===== src/rtl/lkvc_pkg.sv =====
// Shared types and constants for the LRU key-value cache.
package lkvc_pkg;

    localparam int LKVC_CAPACITY = 16;
    localparam int KEY_W         = 32;
    localparam int VAL_W         = 32;
    localparam int CFG_W         = 5;
    localparam logic [CFG_W-1:0] CFG_RESET = 5'd16;

    localparam logic MODE_GET = 1'b0;
    localparam logic MODE_PUT = 1'b1;

    typedef struct packed {
        logic             valid;
        logic [KEY_W-1:0] key;
        logic [VAL_W-1:0] value;
    } lkvc_ent_t;

    typedef struct packed {
        logic cmp_en;   // register key compare this cycle
        logic load;     // take entry from neighbor
    } lkvc_ctrl_t;

endpackage


===== src/rtl/lkvc_cell.sv =====
// One slot of the recency chain: entry storage plus key comparator.
module lkvc_cell
    import lkvc_pkg::*;
(
    input  logic             aclk,
    input  logic             aresetn,
    input  lkvc_ctrl_t       ctrl,
    input  logic [KEY_W-1:0] cmp_key,
    input  lkvc_ent_t        prev_ent,
    output lkvc_ent_t        ent,
    output logic             match
);

    logic             valid_reg, valid_next;
    logic [KEY_W-1:0] key_reg, key_next;
    logic [VAL_W-1:0] value_reg, value_next;
    logic             match_reg, match_next;

    always_comb begin
        valid_next = ctrl.load ? prev_ent.valid : valid_reg;
        key_next   = ctrl.load ? prev_ent.key   : key_reg;
        value_next = ctrl.load ? prev_ent.value : value_reg;
        match_next = ctrl.cmp_en ? (valid_reg && (key_reg == cmp_key)) : match_reg;
    end

    always_ff @(posedge aclk) begin
        if (!aresetn) begin
            valid_reg <= 1'b0;
            match_reg <= 1'b0;
        end else begin
            valid_reg <= valid_next;
            match_reg <= match_next;
        end
    end

    // payload needs no reset: invalid slots never match
    always_ff @(posedge aclk) begin
        key_reg   <= key_next;
        value_reg <= value_next;
    end

    assign ent   = '{valid: valid_reg, key: key_reg, value: value_reg};
    assign match = match_reg;

endmodule


===== src/rtl/lru_key_value_cache_top.sv =====
// Top level of the fully associative LRU key-value cache.
//
// Request channel (s_): s_tuser[0] selects get (0) or put (1); s_tdata carries
// the key in bits 31:0 and the put value in bits 63:32. A request is taken
// when s_tvalid and s_tready are both high.
// Result channel (m_): one result per request. m_tuser holds hit and evicted
// flags, m_tdata the read value and the evicted key.
// Configuration: cfg_we writes cfg_wdata into capacity_in_use (0 acts as 1,
// values above CAPACITY act as CAPACITY). Write only while idle.
// Timing: in the accept cycle every slot registers its key compare; in the
// update state, once the output register is free, the chain shifts by one
// step and the result is loaded into the output register. A new request is
// taken only after the update of the previous one, set by the
// compare-then-update loop through the slot chain. m_tvalid rises from the
// output register when that update loads it.
// Stall: a pending result does not block the next request from being taken;
// the update of that next request waits until the output register is free.
// Reset (synchronous, aresetn low) empties the cache, clears the output
// register's valid flag and restores capacity_in_use to 16.
module lru_key_value_cache_top
    import lkvc_pkg::*;
#(
    parameter int CAPACITY = LKVC_CAPACITY
) (
    input  logic             aclk,
    input  logic             aresetn,
    // configuration
    input  logic             cfg_we,
    input  logic [CFG_W-1:0] cfg_wdata,
    // request channel
    input  logic             s_tvalid,
    output logic             s_tready,
    input  logic [63:0]      s_tdata,   // [31:0] lookup_key, [63:32] write_value
    input  logic [0:0]       s_tuser,   // [0] mode
    // result channel
    output logic             m_tvalid,
    input  logic             m_tready,
    output logic [63:0]      m_tdata,   // [31:0] read_value, [63:32] evicted_key
    output logic [1:0]       m_tuser    // [0] hit, [1] evicted
);

    localparam int OCC_W = $clog2(CAPACITY + 1);
    localparam int LW    = (OCC_W > CFG_W) ? OCC_W : CFG_W;
    localparam logic [LW-1:0] CAP_L = LW'(CAPACITY);

    localparam logic ST_IDLE = 1'b0;
    localparam logic ST_UPD  = 1'b1;

    logic state_reg, state_next;
    logic [CFG_W-1:0] cap_reg, cap_next;
    logic [OCC_W-1:0] occ_reg, occ_next;

    // latched request
    logic             mode_reg;
    logic [KEY_W-1:0] key_reg;
    logic [VAL_W-1:0] val_reg;

    // output register
    logic             m_valid_reg, m_valid_next;
    logic             m_hit_reg, m_hit_next;
    logic             m_ev_reg, m_ev_next;
    logic [VAL_W-1:0] m_rd_reg, m_rd_next;
    logic [KEY_W-1:0] m_evk_reg, m_evk_next;

    logic s_acc, go;
    logic hit, ev, is_put;
    logic [OCC_W-1:0] found, shift_n, lim;
    logic [LW-1:0]    cfg_l;
    logic [VAL_W-1:0] hit_value;
    logic [KEY_W-1:0] last_key;

    lkvc_ent_t  ents [CAPACITY];
    lkvc_ctrl_t ctrl [CAPACITY];
    logic [CAPACITY-1:0] match;
    lkvc_ent_t  new_ent;

    assign s_tready = (state_reg == ST_IDLE);
    assign s_acc    = s_tvalid && s_tready;
    assign go       = (state_reg == ST_UPD) && (!m_valid_reg || m_tready);
    assign is_put   = (mode_reg == MODE_PUT);

    // effective capacity: clamp to [1, CAPACITY]
    always_comb begin
        cfg_l = LW'(cap_reg);
        if (cfg_l == '0)
            lim = OCC_W'(1);
        else if (cfg_l > CAP_L)
            lim = OCC_W'(CAPACITY);
        else
            lim = OCC_W'(cfg_l);
    end

    // reduce slot compares; at most one slot matches since keys are unique
    always_comb begin
        hit       = 1'b0;
        found     = '0;
        hit_value = '0;
        last_key  = '0;
        for (int i = 0; i < CAPACITY; i++) begin
            hit       = hit | match[i];
            found     = found | (match[i] ? OCC_W'(i) : '0);
            hit_value = hit_value | (match[i] ? ents[i].value : '0);
            last_key  = last_key | ((OCC_W'(i + 1) == occ_reg) ? ents[i].key : '0);
        end
    end

    always_comb begin
        ev = is_put && !hit && (occ_reg >= lim) && (occ_reg != '0);
        if (hit)
            shift_n = found;
        else if (ev)
            shift_n = occ_reg - OCC_W'(1);
        else
            shift_n = occ_reg;
        new_ent.valid = 1'b1;
        new_ent.key   = key_reg;
        new_ent.value = (hit && !is_put) ? hit_value : val_reg;
    end

    // per-slot control: compare at accept, shift on update
    always_comb begin
        for (int i = 0; i < CAPACITY; i++) begin
            ctrl[i].cmp_en = s_acc;
            ctrl[i].load   = go && (hit || is_put) && (OCC_W'(i) <= shift_n);
        end
    end

    for (genvar g = 0; g < CAPACITY; g++) begin : g_cell
        if (g == 0) begin : g_head
            lkvc_cell u_cell (
                .aclk     (aclk),
                .aresetn  (aresetn),
                .ctrl     (ctrl[g]),
                .cmp_key  (s_tdata[KEY_W-1:0]),
                .prev_ent (new_ent),
                .ent      (ents[g]),
                .match    (match[g])
            );
        end else begin : g_body
            lkvc_cell u_cell (
                .aclk     (aclk),
                .aresetn  (aresetn),
                .ctrl     (ctrl[g]),
                .cmp_key  (s_tdata[KEY_W-1:0]),
                .prev_ent (ents[g-1]),
                .ent      (ents[g]),
                .match    (match[g])
            );
        end
    end

    always_comb begin
        state_next   = state_reg;
        cap_next     = cfg_we ? cfg_wdata : cap_reg;
        occ_next     = occ_reg;
        m_valid_next = m_valid_reg && !m_tready;
        m_hit_next   = m_hit_reg;
        m_ev_next    = m_ev_reg;
        m_rd_next    = m_rd_reg;
        m_evk_next   = m_evk_reg;
        case (state_reg)
            ST_IDLE: begin
                if (s_acc)
                    state_next = ST_UPD;
            end
            ST_UPD: begin
                if (go) begin
                    state_next   = ST_IDLE;
                    m_valid_next = 1'b1;
                    m_hit_next   = hit;
                    m_ev_next    = ev;
                    m_rd_next    = (hit && !is_put) ? hit_value : '0;
                    m_evk_next   = ev ? last_key : '0;
                    // eviction keeps occupancy; a plain insert grows it
                    if (is_put && !hit && !ev)
                        occ_next = occ_reg + OCC_W'(1);
                end
            end
            default: state_next = ST_IDLE;
        endcase
    end

    always_ff @(posedge aclk) begin
        if (!aresetn) begin
            state_reg   <= ST_IDLE;
            cap_reg     <= CFG_RESET;
            occ_reg     <= '0;
            m_valid_reg <= 1'b0;
        end else begin
            state_reg   <= state_next;
            cap_reg     <= cap_next;
            occ_reg     <= occ_next;
            m_valid_reg <= m_valid_next;
        end
    end

    always_ff @(posedge aclk) begin
        if (s_acc) begin
            mode_reg <= s_tuser[0];
            key_reg  <= s_tdata[KEY_W-1:0];
            val_reg  <= s_tdata[KEY_W+VAL_W-1:KEY_W];
        end
        m_hit_reg <= m_hit_next;
        m_ev_reg  <= m_ev_next;
        m_rd_reg  <= m_rd_next;
        m_evk_reg <= m_evk_next;
    end

    assign m_tvalid = m_valid_reg;
    assign m_tdata  = {m_evk_reg, m_rd_reg};
    assign m_tuser  = {m_ev_reg, m_hit_reg};

endmodule


===== config.mk =====
export PLATFORM = sky130hd
export DESIGN_NAME = lru_key_value_cache_top
export DESIGN_NICKNAME = d
export VERILOG_FILES = /design/src/rtl/lkvc_pkg.sv /design/src/rtl/lkvc_cell.sv /design/src/rtl/lru_key_value_cache_top.sv
export SDC_FILE = /design/constraint.sdc
export NUM_CORES = 1
export LEC_CHECK = 0
export ABC_AREA = 1
export BUFFER_PORTS_ARGS = -buffer_cell sky130_fd_sc_hd__buf_2
export CAP_MARGIN = 20
export CORE_MARGIN = 1.5
export CORE_UTILIZATION = 39
export CTS_CLUSTER_SIZE = 12
export DETAILED_ROUTE_END_ITERATION = 8
export GPL_TIMING_DRIVEN = 1
export PLACE_DENSITY = 0.57
export SYNTH_ARGS = -nofsm -noshare
export SYNTH_HDL_FRONTEND = slang
export SYNTH_SLANG_ARGS = --single-unit

===== constraint.sdc =====
create_clock -name aclk -period 6.19 [get_ports aclk]
set_input_delay 0.619 -clock aclk [delete_from_list [all_inputs] [get_ports aclk]]
set_output_delay 0.619 -clock aclk [all_outputs]
set_load 0.05 [all_outputs]

* Yosys cells after proc, flatten, opt, wreduce, memory -nomap -nowiden *
Cells that the tools add are included.

word-level totals
  register bits = 1199
  output and inout bits = 68
  input port bits = 75

operators by class
  $lt $le $gt $ge = 18
  reduce and logical (&&, ||, !) cells = 52
  bitwise operators = 60
  add/sub/neg operators = 2
  equal/unequal tests = 32
  multiplexer cells = 57

operators with widths
  cell                   number
  $mux W32               33
  $or A32 B32 Y32        30
  $eq A32 B32 Y1         16
  $logic_and A1 B1 Y1    41
  $eq A4 B5 Y1 const A   8
  $le A4 B5 Y1 const A   8
  $mux W4                8
  $or A4 B4 Y4           7
  $eq A3 B5 Y1 const A   4
  $le A3 B5 Y1 const A   4
  $mux W5                4
  $or A1 B1 Y1           15
  $mux W3                4
  $eq A2 B5 Y1 const A   2
  $le A1 B5 Y1 const A   2
  $le A2 B5 Y1 const A   2
  $or A3 B3 Y3           3
  $add A5 B1 Y5 const B  1
  $eq A1 B5 Y1 const A   1
  $eq A5 B5 Y1 const A   1
  $ge A5 B5 Y1           1
  $gt A5 B5 Y1 const B   1
  $logic_not A1 Y1       5
  $logic_not A5 Y1       1
  13 further kinds       19

* Depth between registers and ports, before layout *
Gate-level depths: netlist of the first run.

  word-level depth = 23
  gate-level depth with buffers = 20
  depth with buffers taken out = 19

* By module *
From an unflattened synthesis of the first run, not the netlist that was laid out.

second synthesis, totals
  cells, all modules = 4803
  area, all modules = 52760.6 µm²

by module, submodules not included
  module                   area an instance (µm²)  times used  cells each
  lkvc_cell                2551.2                  16          199
  lru_key_value_cache_top  11941.5                 1           1619

* Worst setup path before layout of the first run *
No wires, ideal clock.

  path type = input -> register
  from = input port m_tready
  to = register g_cell[7].g_body.u_cell.key_reg[0] (enable)
  setup time = 0.497 ns
  path slack = -0.110 ns
  required time = 5.693 ns
  stages = 8
  arrival time = 5.803 ns
  cell sequence = inv_1 -> nand2_1 -> nand2_1 -> inv_1 -> o21ai_0 -> inv_1 -> nand2_1 -> o21ai_1

RTL lines
  what                  line                           RTL
  from (decl)           lru_key_value_cache_top.sv:37  input logic m_tready,
  to (signal assigned)  lkvc_cell.sv:38                key_reg <= key_next;
  to (decl)             lkvc_cell.sv:15                logic [KEY_W-1:0] key_reg, key_next;

==> results.toml, run 1 <==
[run_status]
status = "finished, final reports clean"

[worst_setup_path]
cpMostUsedCell = "nand2_1"
r2r-end = "g_cell[12].g_body.u_cell.value_reg[26]$_DFFE_PP_"
r2r_cells = 15
ff2ff_setup_slack_ns = 1.69
critPathSlowestCell = "clkinv_2"
arrival_ns = 4.99
cp-end-kind = "register"
crit_chain = "inv_1 > ha_1 > nand2_1 > nor2_1 > nand2_1 > nand3_2 > inv_1 > nor2_4 > buf_4 > nand4_1 > nand3_2 > nand2_1 > nand2_2 > clkinv_2 > buf_4"
critical_path_required_ns = 6.67
worstPathMaxFanout = 36
path_class = "reg -> reg"
cp_num_buf_inv = 5
slowest_delay_ns = 0.88
critical-path-top-delay-family = "buffers and inverters"
worstSetupStartpointType = "register"
rr_startpoint = "occ_reg[0]$_SDFFE_PN0P_"

[synth]
synthXorXnorAreaFrac = 0.0585
syn_nets = 3974
ys_warn_count = 0
synthAdderAreaFrac = 0.00272
yosysTopAreaCell = "edfxtp_1"
yosys.area_share.simple = 0.117
ys_ff_latch = 1199
synth.top_cell.area_share = 0.686
synthTopCellsByArea = "edfxtp_1 69%, nand2_1 5.6%, xnor2_1 3.3%"
async_flop_share = 0
netlist-cell-type-count = 51
synth-edff-count = 1155
synth_seq_area_share = 0.703
synthCells = 3888
syn_area_per_cell_um2 = 13.0
synth_compound_area_frac = 0.0827
synthMuxAreaShare = 0
synth_flop_cell = "edfxtp_1"
syn_area_um2 = 50600
synth_top_family_by_area = "simple AND/OR/NAND/NOR gates"

[timing]
final-hold-violation-count = 0
setup-violations-final = 0
skew_ns = 0.0308
slew_headroom = 0.143
period_share = 0.727
timing.final.ws_setup_ns = 1.69
slew_viol_final = 0
worst-slew-pin-transition_ns = 1.27
tns_ns = 0
rsz0062_at_grt = "no"
min_period_ns = 4.50
fmax_mhz = 222
hold_ws_ns = 0.0504

[detailed_routing]
met3_length_um = 23000
via_per_inst = 5.87
drtIter0Drc = 5312
drtAntennaViolNets = 0
drc = 0
dr_wl_met2_um = 75200
wl_per_cell_um = 30.1
wl_um = 178000
routed-via-count = 34700
wl_met1_um = 74300
firstDrtPassIters = 6
maxUsedRoutingLayer = "met5"

[hold_path]
min_path_type = "in -> reg"
min-delay-start = "s_tdata[41]"
hold_depth = 1
holdPathEnd = "val_reg[9]$_DFFE_PP_"

[placed_design]
gp_congestion = 1.00
port_buffers = 142
dp_hpwl_um = 120000
dp.cells = 5651
pre_cts_slack_ns = 1.77
placed_area_um2 = 53400

[pwr]
finalPower_mw = 17.6
power.density_nw_per_um2 = 304
vdd_drop_max_v = 0.000239
leakagePower_nw = 20.0

[floorplanning]
rows = 131
core-area_um2 = 128000
ios = 143
die_w_um = 363
initial_utilization = 0.395
design.die.area_um2 = 132000
fp.dieH_um = 363

[finish]
final_nets = 4174
num-fill-cells = 11800
design_area_um2 = 57700
regArea_um2 = 35600
drive_above_1_share = 0.125
multiInputGateArea_um2 = 13300
utilization = 0.450
fin_cells = 5912
area_growth_pct = 14.1

[clock_tree]
clkTransAtPathRegs_ns = 0.06
post_cts_resized = 0
cts_root_buf = "clkbuf_16"
htree_num_levels = 4
insertion_delay_ns = 0.76
cts_tree = "yes"
cts_num_sinks = 1199
cts_buffers = 133
clockBufferDepth = 3

[grt]
groute.usage.overall = 0.267
grt_start_max_net_pins = 47
grt_pass1_wl_um = 249000
gr-total-overflow = 0
antenna_found_initial = 7
grt_pass1_vias = 32600

[flow_run]
max-cap-violations = 0
[area by class of cell]
| class | count | area share |
|---|---|---|
| Timing Repair Buffer | 256 | 0.0290 |
| Clock inverter | 53 | 0.00757 |
| Clock buffer | 175 | 0.0615 |
| Sequential cell | 1199 | 0.617 |
| Tap cell | 1729 | 0.0375 |
| Multi-Input combinational cell | 2232 | 0.230 |
| Antenna cell | 2 | 0.0000867 |
| Inverter | 266 | 0.0176 |
[where the power goes]
| part | switching (mW) | internal, mW | total [mW] |
|---|---|---|---|
| registers | 0.119 | 9.03 | 9.15 |
| logic | 0.676 | 0.232 | 0.908 |
| clock network | 3.29 | 4.20 | 7.49 |
[cell usage after synthesis (all sizes together) (6+ instances only)]
cell type  instances
edfxtp          1155
nand2            770
inv              258
xnor2            193
nand3            146
xor2             145
a221oi           133
nor2             121
clkbuf           118
nand4            109
a21oi             90
o21ai             90
a22o              89
buf               73
nor4              54
nor3              49
or2               46
dfxtp             44
o22ai             34
a21o              33
a211oi            31
a41oi             23
o2111ai           21
ha                11
and3               8
clkinv             8
o221ai             8
a31oi              6
[how the worst max path moves through the flow]
stage | to | from | cells past startpoint | slack [ns]
2_1_floorplan | g_cell[13].g_body.u_cell.key_reg[0]$_DFFE_PP_ | m_tready | 9 | 0.03
3_3_place_gp | g_cell[12].g_body.u_cell.value_reg[23]$_DFFE_PP_ | cap_reg[2]$_SDFFE_PN0P_ | 17 | 1.78
3_5_place_dp | g_cell[12].g_body.u_cell.key_reg[27]$_DFFE_PP_ | occ_reg[0]$_SDFFE_PN0P_ | 15 | 1.77
4_1_cts | g_cell[12].g_body.u_cell.value_reg[19]$_DFFE_PP_ | occ_reg[0]$_SDFFE_PN0P_ | 15 | 1.76
5_1_grt | g_cell[12].g_body.u_cell.value_reg[27]$_DFFE_PP_ | occ_reg[0]$_SDFFE_PN0P_ | 15 | 1.45
6_report | g_cell[12].g_body.u_cell.value_reg[26]$_DFFE_PP_ | occ_reg[0]$_SDFFE_PN0P_ | 15 | 1.69
[metal layers]
layer	up-vias	GRT usage
li1	14600	-
met1	17300	0.392
met2	2419	0.381
met3	331	0.0779
met4	4	0.0803
met5	-	0
[logic make-up after synthesis]
logic type	Yosys count
buffers and inverters	457
flip-flops	1199
XOR/XNOR	338
AND/OR/NAND/NOR	1310
AO/OA/AOI/OAI	573
adder cells (fa/ha/maj)	11
[layout by cell type (no fill, tap or decap), drive strengths merged, types with 90 or more instances in the layout]
cell type	synthesis	final
xor2	145	145
nand2	770	770
buf	73	226
a21oi	90	90
inv	258	255
xnor2	193	193
clkbuf	118	175
nand4	109	109
o21ai	90	90
nor2	121	121
nand3	146	146
a221oi	133	133
edfxtp	1155	1155
[timing repair]
action / CTS / global route
hold buffers: 30 / 0
hold endpoints to repair: 30 / 0
setup buffers: 0 / 0
No activity file was read; power rests on OpenSTA's default activity.
==> run 2: changes to the inputs <==
==> constraint.sdc (replaced) <==
create_clock -name aclk -period 3.7 [get_ports aclk]
set_input_delay 0.37 -clock aclk [delete_from_list [all_inputs] [get_ports aclk]]
set_output_delay 0.37 -clock aclk [all_outputs]
set_load 0.05 [all_outputs]
==> results.toml, run 2 (synthesized netlist as in run 1, its figures left out) <==
[pwr]
vdd_drop_max_v = 0.000533
power_frac_clock = 0.434
leakagePower_nw = 20.6
p_int_mw = 22.9
swShare = 0.236
p_comb_frac = 0.054
power.density_nw_per_um2 = 507
power_switching_mw = 7.05
p_seq_frac = 0.512

[worst_setup_path]
critPathSlowestCell = "dfxtp_1"
crit_chain = "ha_1 > nand2_1 > inv_1 > a21oi_1 > nand3_2 > nand3_2 > nand2_1 > nand2_1 > nand2_1 > nand2_2 > nand2_1 > nand2_1 > nand2_2 > nor2_4 > buf_4"
worstPathMaxFanout = 25
path_class = "reg -> reg"
cp-end-kind = "register"
critical-path-top-delay-family = "simple AND/OR/NAND/NOR gates"
worstSetupStartpointType = "register"
arrival_ns = 3.83
cp_num_buf_inv = 2
critical_path_required_ns = 4.12
cpMostUsedCell = "nand2_1"
slowest_delay_ns = 0.54

[placed_design]
dp_hpwl_um = 122000
gp_congestion = 0.991
port_buffers = 142
pre_cts_slack_ns = 0.278

[finish]
final_nets = 4276
drive_above_1_share = 0.142
layout_common_cells = "1155 x edfxtp_1, 755 x nand2_1, 244 x inv_1"
utilization = 0.461
area_growth_pct = 16.7
final_common_cell = "edfxtp_1"

[detailed_routing]
firstDrtPassIters = 6
drc = 0
wl_per_cell_um = 30.0
wl_um = 181000
drtAntennaViolNets = 0
routed-via-count = 35100
via_per_inst = 5.82
drtIter0Drc = 4603

[grt]
groute.usage.overall = 0.272
gr-total-overflow = 0
grt_start_max_net_pins = 66
grt_pass1_wl_um = 254000
antenna_found_initial = 8
grt_pass1_vias = 33400

[timing]
worst-slew-pin-transition_ns = 1.10
final-hold-violation-count = 0
slew_viol_final = 0
rsz0062_at_grt = "no"
setup-violations-final = 0
slew_headroom = 0.269
skew_ns = 0.0299
timing.final.ws_setup_ns = 0.297
period_share = 0.920
min_period_ns = 3.40
fmax_mhz = 294

[flow_run]
max-cap-violations = 0

[hold_path]
min_path_type = "in -> reg"

[floorplanning]
initial_utilization = 0.395
die_w_um = 363
rows = 131
fp.dieH_um = 363
core-area_um2 = 128000
design.die.area_um2 = 132000
ios = 143

[clock_tree]
cts_root_buf = "clkbuf_16"
cts_tree = "yes"
htree_num_levels = 4
cts_num_sinks = 1199
cts_setup_buffers = 0
clkTransAtPathRegs_ns = 0.06
cts_buffers = 137
insertion_delay_ns = 0.79
clockBufferDepth = 3

[run_status]
status = "finished, final reports clean"
[run 2: cell count changes in the layout (fill, tap and decap cells not counted), sizes merged]
| cell | change |
|---|---|
| inv | +8 |
| clkinvlp | +7 |
| bufinv | +1 |
| buf | +74 |
| dlygate4sd3 | +24 |
| clkbuf | -6 |
| diode | +2 |
| clkinv | +4 |
[run 2: repair_timing]
item	4_1_cts	5_1_grt
gates resized for setup	0	1
hold buffers	54	0
endpoints found under the setup margin	0	20
endpoints found under the hold margin	44	0
[run 2: area by class of cell]
type | instances | area, um^2
inverter | 266 | 1030
antenna | 4 | 10.0
clock inverter | 73 | 608
sequential | 1199 | 35600
fill | 11600 | 69200
timing repair buffer | 354 | 2750
multi-input combinational | 2232 | 13300
tap | 1729 | 2160
clock buffer | 169 | 3600
[run 2: worst paths after layout]
check / end / startpoint / slack, ns / cells after the start
setup / recovery: g_cell[13].g_body.u_cell.value_reg[16]$_DFFE_PP_ / occ_reg[3]$_SDFFE_PN0P_ / 0.30 / 15
hold / removal: key_reg[8]$_DFFE_PP_ / s_tdata[8] / 0.06 / 1
setup reg to reg: g_cell[13].g_body.u_cell.value_reg[16]$_DFFE_PP_ / occ_reg[3]$_SDFFE_PN0P_ / 0.30 / 15
hold reg to reg: g_cell[0].g_head.u_cell.key_reg[18]$_DFFE_PP_ / key_reg[18]$_DFFE_PP_ / 0.40 / 0
[run 2: per-stage QoR]
step / instance area [um^2] / setup TNS [ns] / hold WS (ns) / power (mW) / std cells
6_report: 59000 / 0 / 0.0554 / 29.9 / 6026
5_1_grt: 59000 / 0 / 0.0481 / 30.7 / 6022
4_1_cts: 59000 / 0 / 0.00451 / 30.1 / 6022
3_5_place_dp: 54300 / 0 / 0.405 / 17.1 / 5726
3_3_place_gp: 54300 / 0 / 0.400 / 17.1 / 5726
2_1_floorplan: 50700 / -39.86 / 0.400 / 16.4 / 3888
[run 2: power groups by stage]
stage	clock [mW]	combinational, mW	sequential (mW)
global placement	0	1.53	15.6
global route	13.6	1.70	15.3
finish	13.0	1.62	15.3
detailed placement	0	1.54	15.6
CTS	13.2	1.60	15.3
floorplan	0	0.782	15.6
[run 2: layer usage]
| metal | vias to the layer above | wire [um] | track usage |
|---|---|---|---|
| li1 | 14800 | - | - |
| met1 | 17700 | 75400 | 0.393 |
| met2 | 2255 | 76600 | 0.387 |
| met3 | 283 | 23100 | 0.0819 |
| met4 | 6 | 5440 | 0.0902 |
| met5 | - | 46 | 0 |
